==> config.mk <==
export PLATFORM = sky130hd
export DESIGN_NAME = compare_match_timer
export DESIGN_NICKNAME = d
export VERILOG_FILES = /design/src/cmt_pkg.sv /design/src/compare_match_timer.sv
export VERILOG_INCLUDE_DIRS = /design/src /design/src/src
export SDC_FILE = /design/constraint.sdc
export NUM_CORES = 1
export LEC_CHECK = 0
export BUFFER_PORTS_ARGS = -buffer_cell sky130_fd_sc_hd__buf_2
export CORE_MARGIN = 5
export CORE_UTILIZATION = 35
export CTS_BUF_LIST = sky130_fd_sc_hd__clkbuf_8 sky130_fd_sc_hd__clkbuf_16
export DETAILED_ROUTE_END_ITERATION = 8
export GPL_TIMING_DRIVEN = 0
export HOLD_SLACK_MARGIN = 0.15
export SKIP_CTS_REPAIR_TIMING = 1
export SLEW_MARGIN = 30
export SYNTH_ARGS = -nofsm -noshare
export SYNTH_HDL_FRONTEND = slang
export SYNTH_SLANG_ARGS = --single-unit
export TNS_END_PERCENT = 1
==> constraint.sdc <==
create_clock -name clk -period 4.71 [get_ports clk]
set_clock_uncertainty 0.2 [all_clocks]
set_input_delay 0.471 -clock clk [delete_from_list [all_inputs] [get_ports clk]]
set_output_delay 0.471 -clock clk [all_outputs]
set_load 0.02 [all_outputs]
==> src/compare_match_timer_assert.svh <==
// assertion macros for the compare match timer
`ifndef COMPARE_MATCH_TIMER_ASSERT_SVH
`define COMPARE_MATCH_TIMER_ASSERT_SVH

`ifndef SYNTHESIS

// condition must hold at every clock edge out of reset
`define CMT_ASSERT(label, cond) \
    label: assert property (@(posedge clk) disable iff (!rst_n) (cond)) \
        else $error("compare_match_timer: check failed");

// consequent must hold in the same cycle as the antecedent
`define CMT_ASSERT_IMP(label, ante, cons) \
    label: assert property (@(posedge clk) disable iff (!rst_n) (ante) |-> (cons)) \
        else $error("compare_match_timer: check failed");

// consequent must hold in the cycle after the antecedent
`define CMT_ASSERT_NEXT(label, ante, cons) \
    label: assert property (@(posedge clk) disable iff (!rst_n) (ante) |=> (cons)) \
        else $error("compare_match_timer: check failed");

`else

`define CMT_ASSERT(label, cond)
`define CMT_ASSERT_IMP(label, ante, cons)
`define CMT_ASSERT_NEXT(label, ante, cons)

`endif

`endif

==> src/cmt_pkg.sv <==
// shared constants and types for the compare match timer
`default_nettype none

package cmt_pkg;

    localparam int COUNT_WIDTH_DEF  = 32;
    localparam int NUM_CHANNELS_DEF = 2;
    localparam int NARROW_WIDTH     = 16;
    localparam int DATA_WIDTH       = 32;
    localparam int CFG_DATA_WIDTH   = 2;

    typedef enum logic [1:0] {
        REQ_TICK  = 2'd0,
        REQ_WRITE = 2'd1,
        REQ_READ  = 2'd2
    } req_type_t;

    typedef enum logic [0:0] {
        CFG_COUNT_MODE     = 1'b0,
        CFG_PRESCALE_SHIFT = 1'b1
    } cfg_index_t;

    localparam logic [2:0] ADDR_CTRL     = 3'd0;
    localparam logic [2:0] ADDR_INTENSET = 3'd1;
    localparam logic [2:0] ADDR_INTENCLR = 3'd2;
    localparam logic [2:0] ADDR_FLAGS    = 3'd3;
    localparam logic [2:0] ADDR_COUNT    = 3'd4;
    localparam logic [2:0] ADDR_COMPARE0 = 3'd5;

    // ctrl register bits
    localparam int CTRL_ENABLE_BIT = 0;
    localparam int CTRL_SWRST_BIT  = 1;

endpackage

`default_nettype wire

==> src/compare_match_timer.sv <==
// a transaction's result is presented in the cycle after it is accepted
// throughput: one transaction per cycle when not stalled; the state update is a single pass
// through the counter increment and compare logic feeding the state registers
// a result held by out_stall holds off the input until it is taken
// reset: async active-low, clears counter, prescaler, compares, flags, enables, config
`default_nettype none

`include "compare_match_timer_assert.svh"

module compare_match_timer #(
    parameter int COUNT_WIDTH  = cmt_pkg::COUNT_WIDTH_DEF,
    parameter int NUM_CHANNELS = cmt_pkg::NUM_CHANNELS_DEF
) (
    input  wire logic                                clk,
    input  wire logic                                rst_n,
    // configuration write port
    input  wire logic                                cfg_write_en,
    input  wire logic                                cfg_index,
    input  wire logic [cmt_pkg::CFG_DATA_WIDTH-1:0]  cfg_data,
    // request channel
    input  wire logic                                in_valid,
    output logic                                     in_stall,
    input  wire logic [1:0]                          req_type,
    input  wire logic [2:0]                          reg_addr,
    input  wire logic [cmt_pkg::DATA_WIDTH-1:0]      write_data,
    // result channel
    output logic                                     out_valid,
    input  wire logic                                out_stall,
    output logic [cmt_pkg::DATA_WIDTH-1:0]           read_data,
    output logic                                     irq,
    output logic                                     addr_error
);

    localparam logic [COUNT_WIDTH-1:0] NARROW_MASK =
        COUNT_WIDTH'({cmt_pkg::NARROW_WIDTH{1'b1}});
    localparam logic [COUNT_WIDTH-1:0] WIDE_MASK = {COUNT_WIDTH{1'b1}};

    // configuration
    logic                       count_mode_reg;
    logic [1:0]                 prescale_shift_reg;

    // timer state
    logic [COUNT_WIDTH-1:0]     counter_reg, counter_next;
    logic [2:0]                 prescale_count_reg, prescale_count_next;
    logic [COUNT_WIDTH-1:0]     compare_reg [NUM_CHANNELS];
    logic [COUNT_WIDTH-1:0]     compare_next [NUM_CHANNELS];
    logic [NUM_CHANNELS-1:0]    flags_reg, flags_next;
    logic [NUM_CHANNELS-1:0]    irq_en_reg, irq_en_next;
    logic                       run_reg, run_next;

    // result register
    logic                       out_valid_reg, out_valid_next;
    logic [cmt_pkg::DATA_WIDTH-1:0] read_data_reg, read_data_next;
    logic                       irq_reg, irq_next;
    logic                       addr_error_reg, addr_error_next;

    logic                       accept;
    logic [COUNT_WIDTH-1:0]     wrap_mask;
    logic [COUNT_WIDTH-1:0]     counter_inc;
    logic [3:0]                 prescale_period;
    logic                       addr_known;

    assign in_stall = out_valid_reg && out_stall;
    assign accept   = in_valid && !in_stall;

    assign wrap_mask       = count_mode_reg ? WIDE_MASK : NARROW_MASK;
    assign counter_inc     = (counter_reg + COUNT_WIDTH'(1)) & wrap_mask;
    assign prescale_period = 4'd1 << prescale_shift_reg;
    assign addr_known      = {1'b0, reg_addr} <
                             (4'(cmt_pkg::ADDR_COMPARE0) + 4'(NUM_CHANNELS));

    always_comb
    begin
        counter_next        = counter_reg;
        prescale_count_next = prescale_count_reg;
        compare_next        = compare_reg;
        flags_next          = flags_reg;
        irq_en_next         = irq_en_reg;
        run_next            = run_reg;
        read_data_next      = '0;
        addr_error_next     = 1'b0;

        case (req_type)
            cmt_pkg::REQ_TICK:
            begin
                if (run_reg)
                begin
                    if (({1'b0, prescale_count_reg} + 4'd1) < prescale_period)
                    begin
                        prescale_count_next = prescale_count_reg + 3'd1;
                    end
                    else
                    begin
                        prescale_count_next = '0;
                        counter_next        = counter_inc;
                        for (int c = 0; c < NUM_CHANNELS; c++)
                        begin
                            if ((compare_reg[c] & wrap_mask) == counter_inc)
                            begin
                                flags_next[c] = 1'b1;
                            end
                        end
                    end
                end
            end
            cmt_pkg::REQ_WRITE, cmt_pkg::REQ_READ:
            begin
                if (!addr_known)
                begin
                    addr_error_next = 1'b1;
                end
                else
                begin
                    case (reg_addr)
                        cmt_pkg::ADDR_CTRL:
                        begin
                            if (req_type == cmt_pkg::REQ_WRITE)
                            begin
                                if (write_data[cmt_pkg::CTRL_SWRST_BIT])
                                begin
                                    // software reset wins over enable
                                    counter_next        = '0;
                                    prescale_count_next = '0;
                                    for (int c = 0; c < NUM_CHANNELS; c++)
                                    begin
                                        compare_next[c] = '0;
                                    end
                                    flags_next  = '0;
                                    irq_en_next = '0;
                                    run_next    = 1'b0;
                                end
                                else
                                begin
                                    run_next = write_data[cmt_pkg::CTRL_ENABLE_BIT];
                                end
                            end
                            else
                            begin
                                read_data_next = cmt_pkg::DATA_WIDTH'(run_reg);
                            end
                        end
                        cmt_pkg::ADDR_INTENSET:
                        begin
                            if (req_type == cmt_pkg::REQ_WRITE)
                                irq_en_next = irq_en_reg | write_data[NUM_CHANNELS-1:0];
                            else
                                read_data_next = cmt_pkg::DATA_WIDTH'(irq_en_reg);
                        end
                        cmt_pkg::ADDR_INTENCLR:
                        begin
                            if (req_type == cmt_pkg::REQ_WRITE)
                                irq_en_next = irq_en_reg & ~write_data[NUM_CHANNELS-1:0];
                            else
                                read_data_next = cmt_pkg::DATA_WIDTH'(irq_en_reg);
                        end
                        cmt_pkg::ADDR_FLAGS:
                        begin
                            if (req_type == cmt_pkg::REQ_WRITE)
                                flags_next = flags_reg & ~write_data[NUM_CHANNELS-1:0];
                            else
                                read_data_next = cmt_pkg::DATA_WIDTH'(flags_reg);
                        end
                        cmt_pkg::ADDR_COUNT:
                        begin
                            // a count load never sets a match flag
                            if (req_type == cmt_pkg::REQ_WRITE)
                                counter_next = write_data[COUNT_WIDTH-1:0] & wrap_mask;
                            else
                                read_data_next =
                                    cmt_pkg::DATA_WIDTH'(counter_reg & wrap_mask);
                        end
                        default:
                        begin
                            // compare channels; a channel past the top address has no register
                            for (int c = 0; c < NUM_CHANNELS; c++)
                            begin
                                if ({1'b0, reg_addr} ==
                                    (4'(cmt_pkg::ADDR_COMPARE0) + 4'(c)))
                                begin
                                    if (req_type == cmt_pkg::REQ_WRITE)
                                        compare_next[c] = write_data[COUNT_WIDTH-1:0];
                                    else
                                        read_data_next =
                                            cmt_pkg::DATA_WIDTH'(compare_reg[c]);
                                end
                            end
                        end
                    endcase
                end
            end
            default:
            begin
                // unused request code does nothing
            end
        endcase

        irq_next       = |(flags_next & irq_en_next);
        out_valid_next = accept || (out_valid_reg && out_stall);
    end

    always_ff @(posedge clk or negedge rst_n)
    begin
        if (!rst_n)
        begin
            count_mode_reg     <= 1'b0;
            prescale_shift_reg <= '0;
        end
        else if (cfg_write_en)
        begin
            case (cfg_index)
                cmt_pkg::CFG_COUNT_MODE:     count_mode_reg     <= cfg_data[0];
                cmt_pkg::CFG_PRESCALE_SHIFT: prescale_shift_reg <= cfg_data;
                default:                     ;
            endcase
        end
    end

    always_ff @(posedge clk or negedge rst_n)
    begin
        if (!rst_n)
        begin
            counter_reg        <= '0;
            prescale_count_reg <= '0;
            for (int c = 0; c < NUM_CHANNELS; c++)
            begin
                compare_reg[c] <= '0;
            end
            flags_reg          <= '0;
            irq_en_reg         <= '0;
            run_reg            <= 1'b0;
            out_valid_reg      <= 1'b0;
        end
        else
        begin
            out_valid_reg <= out_valid_next;
            if (accept)
            begin
                counter_reg        <= counter_next;
                prescale_count_reg <= prescale_count_next;
                compare_reg        <= compare_next;
                flags_reg          <= flags_next;
                irq_en_reg         <= irq_en_next;
                run_reg            <= run_next;
            end
        end
    end

    always_ff @(posedge clk)
    begin
        if (accept)
        begin
            read_data_reg  <= read_data_next;
            irq_reg        <= irq_next;
            addr_error_reg <= addr_error_next;
        end
    end

    assign out_valid  = out_valid_reg;
    assign read_data  = read_data_reg;
    assign irq        = irq_reg;
    assign addr_error = addr_error_reg;

    // an address error never carries read data
    `CMT_ASSERT_IMP(a_err_no_data, out_valid_reg && addr_error_reg, read_data_reg == '0)

    // irq result reflects the state left behind by the transaction
    `CMT_ASSERT_NEXT(a_irq_matches_state, accept, irq_reg == |(flags_reg & irq_en_reg))

    // software reset clears the timer
    `CMT_ASSERT_NEXT(a_swrst_clears,
        accept && req_type == cmt_pkg::REQ_WRITE && reg_addr == cmt_pkg::ADDR_CTRL
            && write_data[cmt_pkg::CTRL_SWRST_BIT],
        counter_reg == '0 && flags_reg == '0 && irq_en_reg == '0 && !run_reg)

    // ticks while stopped leave the counter and prescaler alone
    `CMT_ASSERT_NEXT(a_stopped_holds, accept && req_type == cmt_pkg::REQ_TICK && !run_reg,
        $stable(counter_reg) && $stable(prescale_count_reg))

endmodule

`default_nettype wire
==> results of run 1 <==
## cells by family after synthesis
logic type      share of synthesized area (%)
buf+inv                                  4.13
simple gates                             20.8
xor+xnor                                 6.88
fa+ha+maj                                1.29
compound gates                           21.3
mux                                      2.95
flops                                    42.7
## per-stage QoR
stage / util, % / worst slack, ps
finish: 42.6 / 618
global route: 42.6 / 428
CTS: 41.7 / 709
detailed placement: 39.1 / 753
global placement: 38.9 / 530
floorplan: - / 1440
## worst max path at each step
| stage | from | end | slack [ps] | cells after the start |
|---|---|---|---|---|
| global route | counter_reg[4] | irq | 430 | 11 |
| floorplan | counter_reg[12] | irq | 1440 | 11 |
| detailed placement | counter_reg[1] | irq | 750 | 11 |
| global placement | out_stall | compare_reg[27] | 530 | 10 |
| CTS | counter_reg[4] | irq | 710 | 11 |
| finish | counter_reg[2] | irq | 620 | 9 |
## tightest hold or removal path: cells and delay by family
kind	cells	cell delay, ps
AO/OA/AOI/OAI	1	60
buffers and inverters	1	110
AND/OR/NAND/NOR	1	60
## cell usage in the layout (no fill, tap or decap), types with 18 or more instances in the layout
cell             n
edfxtp_1        34
nor3_1          22
buf_2           81
a21oi_1         49
nand3_1         21
dfrtp_1        108
nor2_1          98
o21ai_0        118
a22oi_1         23
dlygate4sd3_1   23
xnor2_1         41
a22o_1          19
clkbuf_1        70
xor2_1          18
mux2i_1         19
nand2_1        143
## power by group
part           switching (mW)  leakage [nW]  internal (mW)  total, mW
combinational           0.512          2.16          0.350      0.862
sequential              0.164          1.75           1.40       1.57
clock                   0.591         0.299          0.895       1.49
total                    1.27          4.21           2.65       3.92
## layer usage
metal,global-route usage [%],vias to the layer above
met4,7.83,0
met2,32.9,281
met1,29.6,4168
met5,0,-
met3,4.31,64
li1,-,3874
## cell type report
type	instances	area share, %
Inverter	14	0.516
Clock buffer	17	4.08
Buffer	78	2.95
Multi-Input combinational cell	767	44.5
Timing Repair Buffer	103	6.36
Sequential cell	142	35.7
Clock inverter	15	1.99
Tap cell	324	3.89
==> results.sh, run 1 <==
export IMPL_met2_length_mm=13.5
export IMPL_design_area_sq_um=10400
export IMPL_tns_ps=0
export IMPL_syn_to_final_growth_pct=19.5
export IMPL_area_sequential_sq_um=3720
export IMPL_drive_gt1_share_pct=12.3
export IMPL_final_period_utilization_pct=86.9
export IMPL_crit_family="simple AND/OR/NAND/NOR gates"
export IMPL_drc=0
export IMPL_synthCells=1001
export IMPL_period_needed_ps=4090
export IMPL_yosysMostFrequentCell="nand2_1"
export IMPL_wl_met3_mm=1.93
export IMPL_synth_top_area_share_pct=31.0
export IMPL_slew_headroom_pct=32.6
export IMPL_dp_cells=1405
export IMPL_finalSetupViolCount=0
export IMPL_placed_area_sq_um=9570
export IMPL_core_sq_um=24500
export IMPL_powerDensity_nw_per_um2=375
export IMPL_yosysTopAreaCell="dfrtp_1"
export IMPL_p_leak_nw=4.21
export IMPL_overflow=0
export IMPL_synth_area_sq_um=8730
export IMPL_synth_common_cells="nand2_1, o21ai_0, dfrtp_1"
export IMPL_tightest_slew_ps=986
export IMPL_yosysSeqAreaShare_pct=42.7
export IMPL_multi_input_area_sq_um=4640
export IMPL_drv_slew=0
export IMPL_drt_met1_wl_mm=13.8
export IMPL_whs_endpoint="compare_reg[27]"
export IMPL_path_cells="clkbuf_1 > nand4_1 > nor4_1 > nor2_1 > a2111oi_0 > o2111ai_1 > and4b_1 > a41oi_2 > o22ai_2"
export IMPL_antenna_cells=0
export IMPL_r2r_end="irq"
export IMPL_drtIter0Drc=686
export IMPL_hold_path_class="input pin to flop"
export IMPL_timing_fmax_mhz=244
export IMPL_max_cap_violations=0
export IMPL_vias=8387
export IMPL_path_clk_slew_ps=70
export IMPL_grt_antenna_before_repair=0
export IMPL_fillers=2484
export IMPL_clk_latency_ps=440
export IMPL_crit_arrival_ps=4170
export IMPL_critical_path_max_stage_delay_ps=820
export IMPL_syn_num_nets=1055
export IMPL_wire_per_inst_um=20.7
export IMPL_vdd_drop_max_v=0.000232
export IMPL_synth_seq_cells=142
export IMPL_h_tree_depth=4
export IMPL_p_total_mw=3.92
export IMPL_critPathKind="flop to flop"
export IMPL_synth_edf_count=34
export IMPL_ant_nets=0
export IMPL_holdWs_ps=110
export IMPL_r2r_cells=9
export IMPL_cp_max_fo=10
export IMPL_stdcell_count=1460
export IMPL_synth_area_top_cells="dfrtp_1, edfxtp_1, o21ai_0, nand2_1, nor2_1"
export IMPL_drt_pass1_iterations=5
export IMPL_cp_num_buf_inv=1
export IMPL_grt_usage_pct=21.3
export IMPL_status="complete, no violations"
export IMPL_required_ps=4780
export IMPL_netlist_cell_type_count=79
export IMPL_initial_utilization_pct=35.7
export IMPL_via_per_inst=5.74
export IMPL_top_layer_used="met4"
export IMPL_grt_pass1_vias=8164
export IMPL_nets=1177
export IMPL_pin_count=81
export IMPL_ys_flop_type="dfrtp_1"
export IMPL_dp_hpwl_mm=22.5
export IMPL_cts_sinks=142
export IMPL_die_h_um=168
export IMPL_ff2ff_setup_slack_ps=620
export IMPL_cts_tree="built"
export IMPL_largest_reg_flops=64
export IMPL_reg2reg_from="counter_reg[2]"
export IMPL_cp_slowest_cell="nor4_1"
export IMPL_gp_congestion=1.00
export IMPL_cts_buffer_depth=2
export IMPL_worst_setup_path_end_kind="flop"
export IMPL_die_w_um=168
export IMPL_grt_pass1_wl_mm=47.2
export IMPL_start_kind="flop"
export IMPL_syn_avg_cell_area_sq_um=8.72
export IMPL_grt_max_degree=59
export IMPL_wl_mm=30.2
export IMPL_hold_path_startpoint="write_data[27]"
export IMPL_numPortBuffers=79
export IMPL_die_area_sq_um=28200
export IMPL_rows=57
export IMPL_hold_viol_final=0
export IMPL_rsz0062_at_grt="false"
export IMPL_cts_root_buf="clkbuf_16"
export IMPL_hold_path_cell_count=3
export IMPL_numCtsBuffers=17
export IMPL_ys_warn_count=0
export IMPL_async_flop_share_pct=76.1
Note: power is estimated with default switching activity, not from simulation.
==> inputs of run 2 (changes only) <==
Clock period 4.71 ns to 4.84 ns, I/O delays scaled along.
==> results.sh, run 2 (synthesis gave the netlist of run 1 again) <==
export IMPL_placed_area_sq_um=9570
export IMPL_layout_commonest_cell="nand2_1"
export IMPL_overflow=0
export IMPL_crit_arrival_ps=4170
export IMPL_numPortBuffers=79
export IMPL_p_total_mw=3.80
export IMPL_grt_antenna_before_repair=0
export IMPL_powerDensity_nw_per_um2=367
export IMPL_wl_mm=30.1
export IMPL_hold_path_cell_count=3
export IMPL_die_w_um=168
export IMPL_critPathKind="flop to flop"
export IMPL_hold_path_class="input pin to flop"
export IMPL_die_h_um=168
export IMPL_hold_path_startpoint="write_data[27]"
export IMPL_path_clk_slew_ps=60
export IMPL_dp_hpwl_mm=22.5
export IMPL_design_area_sq_um=10400
export IMPL_grt_max_degree=59
export IMPL_status="complete, no violations"
export IMPL_cts_root_buf="clkbuf_16"
export IMPL_numCtsBuffers=17
export IMPL_grt_pass1_wl_mm=47.2
export IMPL_final_cell_mix="nand2_1, o21ai_0, dfrtp_1"
export IMPL_cts_sinks=142
export IMPL_holdWs_ps=125
export IMPL_via_per_inst=5.72
export IMPL_rows=57
export IMPL_core_sq_um=24500
export IMPL_nets=1170
export IMPL_dp_slack_ps=883
export IMPL_h_tree_depth=4
export IMPL_wire_per_inst_um=20.7
export IMPL_setup_slack_ps=747
export IMPL_r2r_end="irq"
export IMPL_timing_fmax_mhz=244
export IMPL_drive_gt1_share_pct=12.4
export IMPL_cts_tree="built"
export IMPL_vdd_drop_max_v=0.000224
export IMPL_drtIter0Drc=696
export IMPL_max_cap_violations=0
export IMPL_clk_latency_ps=430
export IMPL_required_ps=4910
export IMPL_finalSetupViolCount=0
export IMPL_rsz0062_at_grt="false"
export IMPL_tns_ps=0
export IMPL_cp_max_fo=10
export IMPL_slew_headroom_pct=32.1
export IMPL_gp_congestion=1.00
export IMPL_cts_buffer_depth=2
export IMPL_largest_reg_flops=64
export IMPL_pin_count=81
export IMPL_worst_setup_path_end_kind="flop"
export IMPL_reg2reg_from="counter_reg[4]"
export IMPL_whs_endpoint="compare_reg[27]"
export IMPL_period_needed_ps=4090
export IMPL_r2r_cells=11
export IMPL_ff2ff_setup_slack_ps=750
export IMPL_syn_to_final_growth_pct=18.7
export IMPL_grt_pass1_vias=8164
export IMPL_drt_pass1_iterations=5
export IMPL_final_period_utilization_pct=84.6
export IMPL_p_leak_nw=4.18
export IMPL_drv_slew=0
export IMPL_ant_nets=0
export IMPL_die_area_sq_um=28200
export IMPL_drc=0
export IMPL_antenna_cells=0
export IMPL_start_kind="flop"
export IMPL_vias=8313
export IMPL_tightest_slew_ps=993
export IMPL_hold_viol_final=0
export IMPL_grt_usage_pct=21.3
export IMPL_initial_utilization_pct=35.7
-- run 2: changes by cell type in the layout (fill, tap and decap cells not counted), sizes merged --
cell / change
dlygate4sd3: -7
-- run 2: per-layer routing --
metal  GRT usage [%]  up-vias  routed length, um
li1                -     3864                  -
met1            29.6     4038              13300
met2            32.9      347              13500
met3            4.31       64               2350
met4            7.83        0                957
met5               0        -                  0
-- run 2: metrics by stage --
stage,utilization (%),cells
floorplan,-,1001
global placement,38.9,1404
detailed placement,39.1,1405
CTS,41.7,1437
global route,42.3,1453
finish,42.3,1453
-- run 2: where the power goes --
part / internal [mW] / leakage (nW) / total (mW) / switching [mW]
Clock: 0.871 / 0.299 / 1.44 / 0.567
Sequential: 1.37 / 1.75 / 1.53 / 0.160
Combinational: 0.337 / 2.13 / 0.835 / 0.498
Total: 2.57 / 4.18 / 3.80 / 1.22
-- run 2: final cells by class --
type,instances,area (sq um)
inverters,14,53.8
repair buffers,96,593
clock buffers,17,425
clock inverters,15,208
flip-flops and latches,142,3720
plain buffers,78,308
well taps,324,405
fillers,2485,14100
multi-input cells,767,4640
-- run 2: worst max path at each step --
stage | to | cells past startpoint | start
2_1_floorplan | irq | 11 | counter_reg[12]
3_3_place_gp | compare_reg[27] | 10 | out_stall
3_5_place_dp | irq | 11 | counter_reg[1]
4_1_cts | irq | 11 | counter_reg[4]
5_1_grt | irq | 11 | counter_reg[4]
6_report | irq | 11 | counter_reg[4]
-- run 2: worst max-delay path, cell delays in order, from the launching register on --
cell and delay (ps):
dfrtp_1 320, clkbuf_1 370, and2_1 190, clkbuf_1 350, nand2_1 340, nor4b_2 780
o22ai_1 150, a221o_1 290, a211oi_1 340, a41o_1 250, a41oi_2 160, o22ai_2 200
